==> src/rtl/core/eau_pkg.sv <==
// Shared types, codes and constants of the elementwise activation unit.
// Holds the exponent table, rounding and saturation helpers.
// Depends on nothing; the divider, the unit and the testbench import it.
package eau_pkg;

  localparam logic [2:0] KIND_NONE    = 3'd0;
  localparam logic [2:0] KIND_SIGMOID = 3'd1;
  localparam logic [2:0] KIND_RELU    = 3'd2;
  localparam logic [2:0] KIND_ELU     = 3'd3;
  localparam logic [2:0] KIND_SELU    = 3'd4;
  localparam logic [2:0] KIND_TANH    = 3'd5;
  localparam logic [2:0] KIND_SWISH   = 3'd6;

  localparam logic DIR_FWD = 1'b0;
  localparam logic DIR_BWD = 1'b1;

  localparam logic [1:0] CFG_KIND  = 2'd0;
  localparam logic [1:0] CFG_DIR   = 2'd1;
  localparam logic [1:0] CFG_ALPHA = 2'd2;

  localparam int LOG2E_Q8        = 369;
  localparam int SELU_LAMBDA_Q16 = 68859;
  localparam int SELU_LA_Q16     = 115221;
  localparam int ONE_Q16         = 65536;
  localparam int ALPHA_RESET     = 256;

  localparam int NUM_W = 49;
  localparam int DEN_W = 24;
  localparam int QUO_W = 17;

  typedef enum logic [2:0] {
    CLS_DIRECT   = 3'd0,
    CLS_SIGMOID  = 3'd1,
    CLS_TANH     = 3'd2,
    CLS_SWISH_FW = 3'd3,
    CLS_SWISH_BW = 3'd4,
    CLS_ELU_NEG  = 3'd5,
    CLS_SELU_NEG = 3'd6,
    CLS_SELU_POS = 3'd7
  } res_cls_t;

  typedef struct packed {
    res_cls_t          cls;
    logic signed [15:0] res;
    logic signed [15:0] x;
    logic              qneg;
    logic              last;
  } eau_side_t;

  function automatic logic [16:0] pow2_neg(input logic [4:0] k);
    logic [16:0] v;
    unique case (k)
      5'd0:  v = 17'd65536;
      5'd1:  v = 17'd62757;
      5'd2:  v = 17'd60097;
      5'd3:  v = 17'd57549;
      5'd4:  v = 17'd55109;
      5'd5:  v = 17'd52773;
      5'd6:  v = 17'd50535;
      5'd7:  v = 17'd48393;
      5'd8:  v = 17'd46341;
      5'd9:  v = 17'd44376;
      5'd10: v = 17'd42495;
      5'd11: v = 17'd40693;
      5'd12: v = 17'd38968;
      5'd13: v = 17'd37316;
      5'd14: v = 17'd35734;
      5'd15: v = 17'd34219;
      5'd16: v = 17'd32768;
      default: v = 17'd0;
    endcase
    return v;
  endfunction

  // shift right, round half away from zero
  function automatic logic signed [63:0] rnd_shr(input logic signed [63:0] v,
                                                 input int s);
    logic signed [63:0] half;
    half = 64'sd1 <<< (s - 1);
    if (v[63]) begin
      return -((-v + half) >>> s);
    end
    return (v + half) >>> s;
  endfunction

  function automatic logic signed [15:0] sat16(input logic signed [63:0] v);
    priority if (v > 64'sd32767) begin
      return 16'sh7fff;
    end else if (v < -64'sd32768) begin
      return 16'sh8000;
    end else begin
      return v[15:0];
    end
  endfunction

endpackage

==> src/rtl/core/eau_div.sv <==
// Pipelined restoring divider, one quotient bit per stage, with sideband.
// Flags quotients that do not fit QUO_W bits. Depends on eau_pkg.
module eau_div (
  input  logic                      clk,
  input  logic                      rst,
  input  logic                      adv,
  input  logic                      in_valid,
  input  logic [eau_pkg::NUM_W-1:0] in_num,
  input  logic [eau_pkg::DEN_W-1:0] in_den,
  input  eau_pkg::eau_side_t        in_side,
  output logic                      out_valid,
  output logic [eau_pkg::QUO_W-1:0] out_quo,
  output logic                      out_ovf,
  output eau_pkg::eau_side_t        out_side
);
  import eau_pkg::*;

  logic             vld  [QUO_W];
  logic [NUM_W-1:0] rem  [QUO_W];
  logic [DEN_W-1:0] den  [QUO_W];
  logic [QUO_W-1:0] quo  [QUO_W];
  logic             ovf  [QUO_W];
  eau_side_t        side [QUO_W];

  for (genvar j = 0; j < QUO_W; j++) begin : g_stage
    logic [NUM_W-1:0] rem_in;
    logic [NUM_W-1:0] shd;
    logic [DEN_W-1:0] den_in;
    logic [QUO_W-1:0] quo_in;
    logic             ovf_in;
    logic             vld_in;
    eau_side_t        side_in;
    logic             take;

    if (j == 0) begin : g_first
      assign rem_in  = in_num;
      assign den_in  = in_den;
      assign quo_in  = '0;
      assign ovf_in  = in_num >= (NUM_W'(in_den) << QUO_W);
      assign vld_in  = in_valid;
      assign side_in = in_side;
    end else begin : g_next
      assign rem_in  = rem[j-1];
      assign den_in  = den[j-1];
      assign quo_in  = quo[j-1];
      assign ovf_in  = ovf[j-1];
      assign vld_in  = vld[j-1];
      assign side_in = side[j-1];
    end

    assign shd  = NUM_W'(den_in) << (QUO_W - 1 - j);
    assign take = rem_in >= shd;

    always_ff @(posedge clk) begin
      if (rst) begin
        vld[j] <= 1'b0;
      end else if (adv) begin
        vld[j] <= vld_in;
      end
    end

    always_ff @(posedge clk) begin
      if (adv) begin
        rem[j]  <= take ? rem_in - shd : rem_in;
        quo[j]  <= {quo_in[QUO_W-2:0], take};
        den[j]  <= den_in;
        ovf[j]  <= ovf_in;
        side[j] <= side_in;
      end
    end
  end

  assign out_valid = vld[QUO_W-1];
  assign out_quo   = quo[QUO_W-1];
  assign out_ovf   = ovf[QUO_W-1];
  assign out_side  = side[QUO_W-1];

endmodule

==> config.mk <==
export PLATFORM = sky130hd
export DESIGN_NAME = eau_div
export DESIGN_NICKNAME = d
export VERILOG_FILES = /design/src/rtl/core/eau_pkg.sv /design/src/rtl/core/eau_div.sv
export SDC_FILE = /design/constraint.sdc
export NUM_CORES = 2
export LEC_CHECK = 0
export ABC_AREA = 1
export BUFFER_PORTS_ARGS = -buffer_cell sky130_fd_sc_hd__buf_2
export CAP_MARGIN = 20
export CELL_PAD_IN_SITES_DETAIL_PLACEMENT = 0
export CELL_PAD_IN_SITES_GLOBAL_PLACEMENT = 1
export CORE_MARGIN = 4
export CORE_UTILIZATION = 40
export DETAILED_ROUTE_END_ITERATION = 16
export PLACE_DENSITY_LB_ADDON = 0.25
export SYNTH_ARGS = -nofsm -noshare
export SYNTH_HDL_FRONTEND = slang
export SYNTH_SLANG_ARGS = --single-unit
==> constraint.sdc <==
create_clock -name clk -period 5.35 [get_ports clk]
set_clock_uncertainty 0.15 [all_clocks]
set_input_delay 0.2675 -clock clk [delete_from_list [all_inputs] [get_ports clk]]
set_output_delay 0.2675 -clock clk [all_outputs]
set_load 0.005 [all_outputs]
==> Word-level counts from Yosys, hierarchy flattened <==
Memory sizes are Yosys's and may differ from the RTL's.
Cells that the tools add are included.
{ "word_totals": {"ff_bits": 0, "ram_bits": 2193, "inputBits": 114, "out_inout_bits": 56, "word_cells": 98, "mem_count": 6} }
{ "memory_table": {"columns": ["name", "words", "word_bits", "read_ports", "rd_ports_with_merged_regs", "write_ports", "line_no", "rtl"], "rows": [
  ["rem", 17, 49, 16, 0, 17, "eau_div.sv:19", "logic [NUM_W-1:0] rem [QUO_W];"],
  ["side", 17, 37, 17, 0, 17, "eau_div.sv:23", "eau_side_t side [QUO_W];"],
  ["den", 17, 24, 16, 0, 17, "eau_div.sv:20", "logic [DEN_W-1:0] den [QUO_W];"],
  ["quo", 17, 17, 17, 0, 17, "eau_div.sv:21", "logic [QUO_W-1:0] quo [QUO_W];"],
  ["ovf", 17, 1, 17, 0, 17, "eau_div.sv:22", "logic ovf [QUO_W];"],
  ["vld", 17, 1, 17, 0, 17, "eau_div.sv:18", "logic vld [QUO_W];"]
]} }
{ "classes": {"add_sub_neg": 17, "magnitude_cmp": 18, "mux": 40, "bitwise_logic": 17} }
{ "ops": {"columns": ["operator", "n"], "rows": [
  ["$mux W49", 17],
  ["$ge A49 B24 Y1", 1],
  ["$ge A49 B25 Y1", 1],
  ["$ge A49 B26 Y1", 1],
  ["$ge A49 B27 Y1", 1],
  ["$ge A49 B28 Y1", 1],
  ["$ge A49 B29 Y1", 1],
  ["$ge A49 B30 Y1", 1],
  ["$ge A49 B31 Y1", 1],
  ["$ge A49 B32 Y1", 1],
  ["$ge A49 B33 Y1", 1],
  ["$ge A49 B34 Y1", 1],
  ["$ge A49 B35 Y1", 1],
  ["$ge A49 B36 Y1", 1],
  ["$ge A49 B37 Y1", 1],
  ["$ge A49 B38 Y1", 1],
  ["$ge A49 B39 Y1", 1],
  ["$ge A49 B40 Y1", 1],
  ["$ge A49 B41 Y1", 1],
  ["$sub A49 B24 Y49", 1],
  ["$sub A49 B25 Y49", 1],
  ["$sub A49 B26 Y49", 1],
  ["$sub A49 B27 Y49", 1],
  ["$sub A49 B28 Y49", 1],
  ["14 further kinds", 52]
]} }

==> Longest topological paths before layout <==
{ "depth": {"word_depth": 4, "mapped_depth": 17, "mapped_depth_nobuf": 16} }

==> Worst setup path after synthesis <==
Ideal clock, no wire load.
{ "synth_timing": {"kind": "reg2reg", "start": "memory rem[10][5] (netlist: rem[0][495])", "end": "memory rem[11][23] (netlist: rem[0][562]) (data pin)", "setup_time_ns": 0.252, "t_arrival_ns": 2.132, "required_time_ns": 4.948, "slack_ns": 2.816, "path_stages_with_launch": 17, "n_path_buf": 2, "period_less_slack_ns": 2.534, "path_cell_list": "edfxtp_1 > inv_1 > ha_1 > inv_1 > fa_1 > nand3_1 > nand3_1 > nand3_1 > nand3_1 > nand2_1 > inv_1 > nor2_1 > nand2_2 > buf_6 > buf_6 > nand2_1 > nand2_1"} }
{ "synth_lines": {"columns": ["item", "line_no"], "rows": [
  ["from (decl)", "eau_div.sv:19"]
]} }

==> metrics.md <==
| Metric | Value |
|---|---|
| Status | complete, no violations |
| Clock-pin slew on the worst setup and hold paths | 0.06 ns |
| Drt wl/cell | 21.34 um |
| Slowest stage delay, CP | 0.52 ns |
| Initial antenna violation count | 6 |
| Setup repair bufs after CTS | 0 |
| Final HPWL DP | 302300 um |
| YS warnings | 0 |
| Buffer depth of the longest clock path | 4 |
| Register area | 59580 sq um |
| DRC viols | 0 |
| GRT Total Usage | 0.2564 |
| CP required | 5.81 ns |
| Mapped Nets | 13620 |
| Lkg Pwr | 56.24 nW |
| Max-slew violation count | 0 |
| Max H-tree Level | 4 |
| RSZ-0062 raised after global routing | no |
| Tmin final | 3.756 ns |
| Rows | 192 |
| Met3 Use GR | 0.02734 |
| First drt pass iteration count | 6 |
| Critical path endpoint category | flop |
| Max IR drop VDD | 0.3304 mV |
| TritonCTS clock tree | done |
| GP Congestion | 0.9651 |
| Share of cells above drive strength 1 | 0.05537 |
| Synthesis-to-finish area growth | 13.25% |
| Critical path's slowest cell | buf_4 |
| Commonest non-fill, non-tap cell in the layout | nand2_1 |
| Period utilization | 0.7021 |
| Fill cell count | 26900 |
| CP Max Fanout | 56 |
| Fmax | 266.2 MHz |
| DIE WIDTH | 534.0 um |
| Core footprint | 274600 sq um |
| Final Non-Filler Cells | 17470 |
| Clock root cell | clkbuf_16 |
| Commonest cells after routing, fill and taps aside | nand2_1 (4620), inv_1 (2329), edfxtp_1 (1984) |
| CTS Hold Bufs | 192 |
| Die ar. | 285200 sq um |
| GR Util met2 | 0.4437 |
| Pwr Density | 473.4 nW/um^2 |
| #FFs+latches synth | 1984 |
| Drt total wl | 372800 um |
| DP Cell Count | 16870 |
| Cts bufs inserted | 218 |
| Gr busiest metal | met2 |
| Die H | 534.0 um |
| Syn Area/Cell | 8.475 sq um |
| Largest net degree at the start of global routing | 118 |
| Syn Std Cell Area | 110700 sq um |
| Hold Path Class | primary input to flop |
| Sequential share of the synthesized area | 0.5383 |
| Slew headroom | 0.2278 |
| Vias per Instance | 4.972 |
| Worst path arrival time | 4.21 ns |
| DRT antenna net count | 0 |
| Critical path type | flop to flop |
| Vias in the first global route | 85140 |
| Clock Sinks | 1984 |
| Nets | 14160 |
| Syn Inst Count | 13060 |
| Worst-Skew Late Latency | 0.95 ns |
| Multi-input logic area | 41420 sq um |
| Port bufs | 169 |
| Hold Vio Cnt, Final | 0 |
| GRT overflow | 0 |
| Initial core utilization | 0.4031 |
| Startpoint Class | flop |
| DRT iter0 DRCs | 7033 |
| I/O pin total | 170 |
| Setup TNS | 0 ns |
| First-pass GRT wire length | 549900 um |
| Routed via count | 86850 |
| Endpoints failing setup | 0 |
| Post-synth cell types | 48 |
| Post-CTS resize count | 0 |
| Met1 GRT Util | 0.3372 |
| Worst-margin pin slew | 1.146 ns |
| Max_cap viols | 0 |
| Crit-path cells | inv_1 > ha_1 > inv_1 > fa_1 > nand3_1 > nand3_1 > nand2_1 > nand2_1 > nand2_1 > nand3_1 > nor2_4 > buf_4 > inv_2 > nand3_1 > nand2_1 |
==> metal layers <==
| layer | up-vias | routed length, um | share of wire |
|---|---|---|---|
| met5 | - | 0 | 0 |
| met4 | 0 | 12970 | 0.035 |
| met3 | 513 | 17020 | 0.046 |
| met2 | 2263 | 181100 | 0.49 |
| met1 | 41220 | 161600 | 0.43 |
| li1 | 42860 | - | - |
==> registers in the layout, indices dropped and copies added, names as in the netlist <==
register,flops
quo,153
vld,17
side,629
rem,784
den,384
ovf,17
==> synthesized netlist by cell type, drive strengths merged <==
| library cell | number | area share |
|---|---|---|
| nand2 | 4650 | 0.16 |
| inv | 2356 | 0.080 |
| edfxtp | 1984 | 0.54 |
| nor2 | 1307 | 0.046 |
| nand3 | 732 | 0.034 |
| a21oi | 455 | 0.022 |
| ha | 432 | 0.049 |
| o21ai | 286 | 0.014 |
| nand4 | 180 | 0.010 |
| xor2 | 148 | 0.012 |
| xnor2 | 138 | 0.011 |
| nor3 | 122 | 0.0057 |
| buf | 94 | 0.0074 |
| nand3b | 60 | 0.0041 |
| or2 | 18 | 0.0010 |
| fa | 16 | 0.0029 |
| o21bai | 16 | 0.0012 |
| and2 | 15 | 0.00085 |
| nor4 | 13 | 0.00073 |
| a21o | 7 | 0.00047 |
| and3 | 5 | 0.00028 |
| o21a | 5 | 0.00034 |
| clkbuf | 4 | 0.00016 |
| and3b | 3 | 0.00024 |
| nor3b | 3 | 0.00025 |
| o211ai | 3 | 0.00020 |
| a211oi | 2 | 0.00014 |
| a21boi | 2 | 0.00014 |
| nand2b | 2 | 0.00011 |
==> final timing paths <==
kind | endpoint | from | slack, ns | cells past startpoint
setup reg to reg | rem[0][371]$_DFFE_PP_ | rem[0][303]$_DFFE_PP_ | 1.59 | 15
setup / recovery | rem[0][371]$_DFFE_PP_ | rem[0][303]$_DFFE_PP_ | 1.59 | 15
hold reg to reg | quo[0][35]$_DFFE_PP_ | quo[0][17]$_DFFE_PP_ | 0.24 | 0
hold / removal | den[0][5]$_DFFE_PP_ | in_den[5] | 0.07 | 2
==> report_power, final <==
group	total (mW)	internal, mW	leakage [nW]	switching (mW)
sequential	22.5	20.3	19.3	2.17
combinational	21.2	6.48	33.4	14.8
clock	15.6	9.07	3.59	6.56
total	59.3	35.8	56.2	23.5
==> cell families after synthesis <==
kind of cell / share of synthesized area
xor gates and xnor gates: 0.02263
DFF: 0.5383
buffers and inverters: 0.08749
AOI/OAI and AO/OA: 0.03799
and+or+nand+nor: 0.2618
adders and majority gates: 0.05173
==> critical path: cells and delay by family, from the launching register on <==
| family | cells | cell delay [ns] |
|---|---|---|
| buffers and inverters | 4 | 1.00 |
| flip-flops | 1 | 0.40 |
| adder cells (fa/ha/maj) | 2 | 0.71 |
| AND/OR/NAND/NOR | 9 | 1.14 |
==> per-stage QoR <==
stage	total power, mW	setup slack (ns)	instance area, sq um	hold WS, ns	util
after floorplan	35.33	2.816	110700	0.2164	-
after global placement	43.84	1.673	116000	0.2503	0.4223
after detailed placement	43.79	1.659	116000	0.2545	0.4223
after CTS	59.74	1.594	125300	0.00007083	0.4564
after global routing	63.06	1.279	125300	0.03697	0.4564
final	59.34	1.594	125300	0.06898	0.4565
==> area by class of cell <==
class,count,area share
Clock buffer,250,0.04448
Clock inverter,155,0.01486
Inverter,2356,0.07060
Multi-Input combinational cell,8620,0.3305
Antenna cell,3,0.00005990
Tap cell,3686,0.03680
Timing Repair Buffer,414,0.02737
Sequential cell,1984,0.4753
Note: power is estimated with default switching activity, not from simulation.
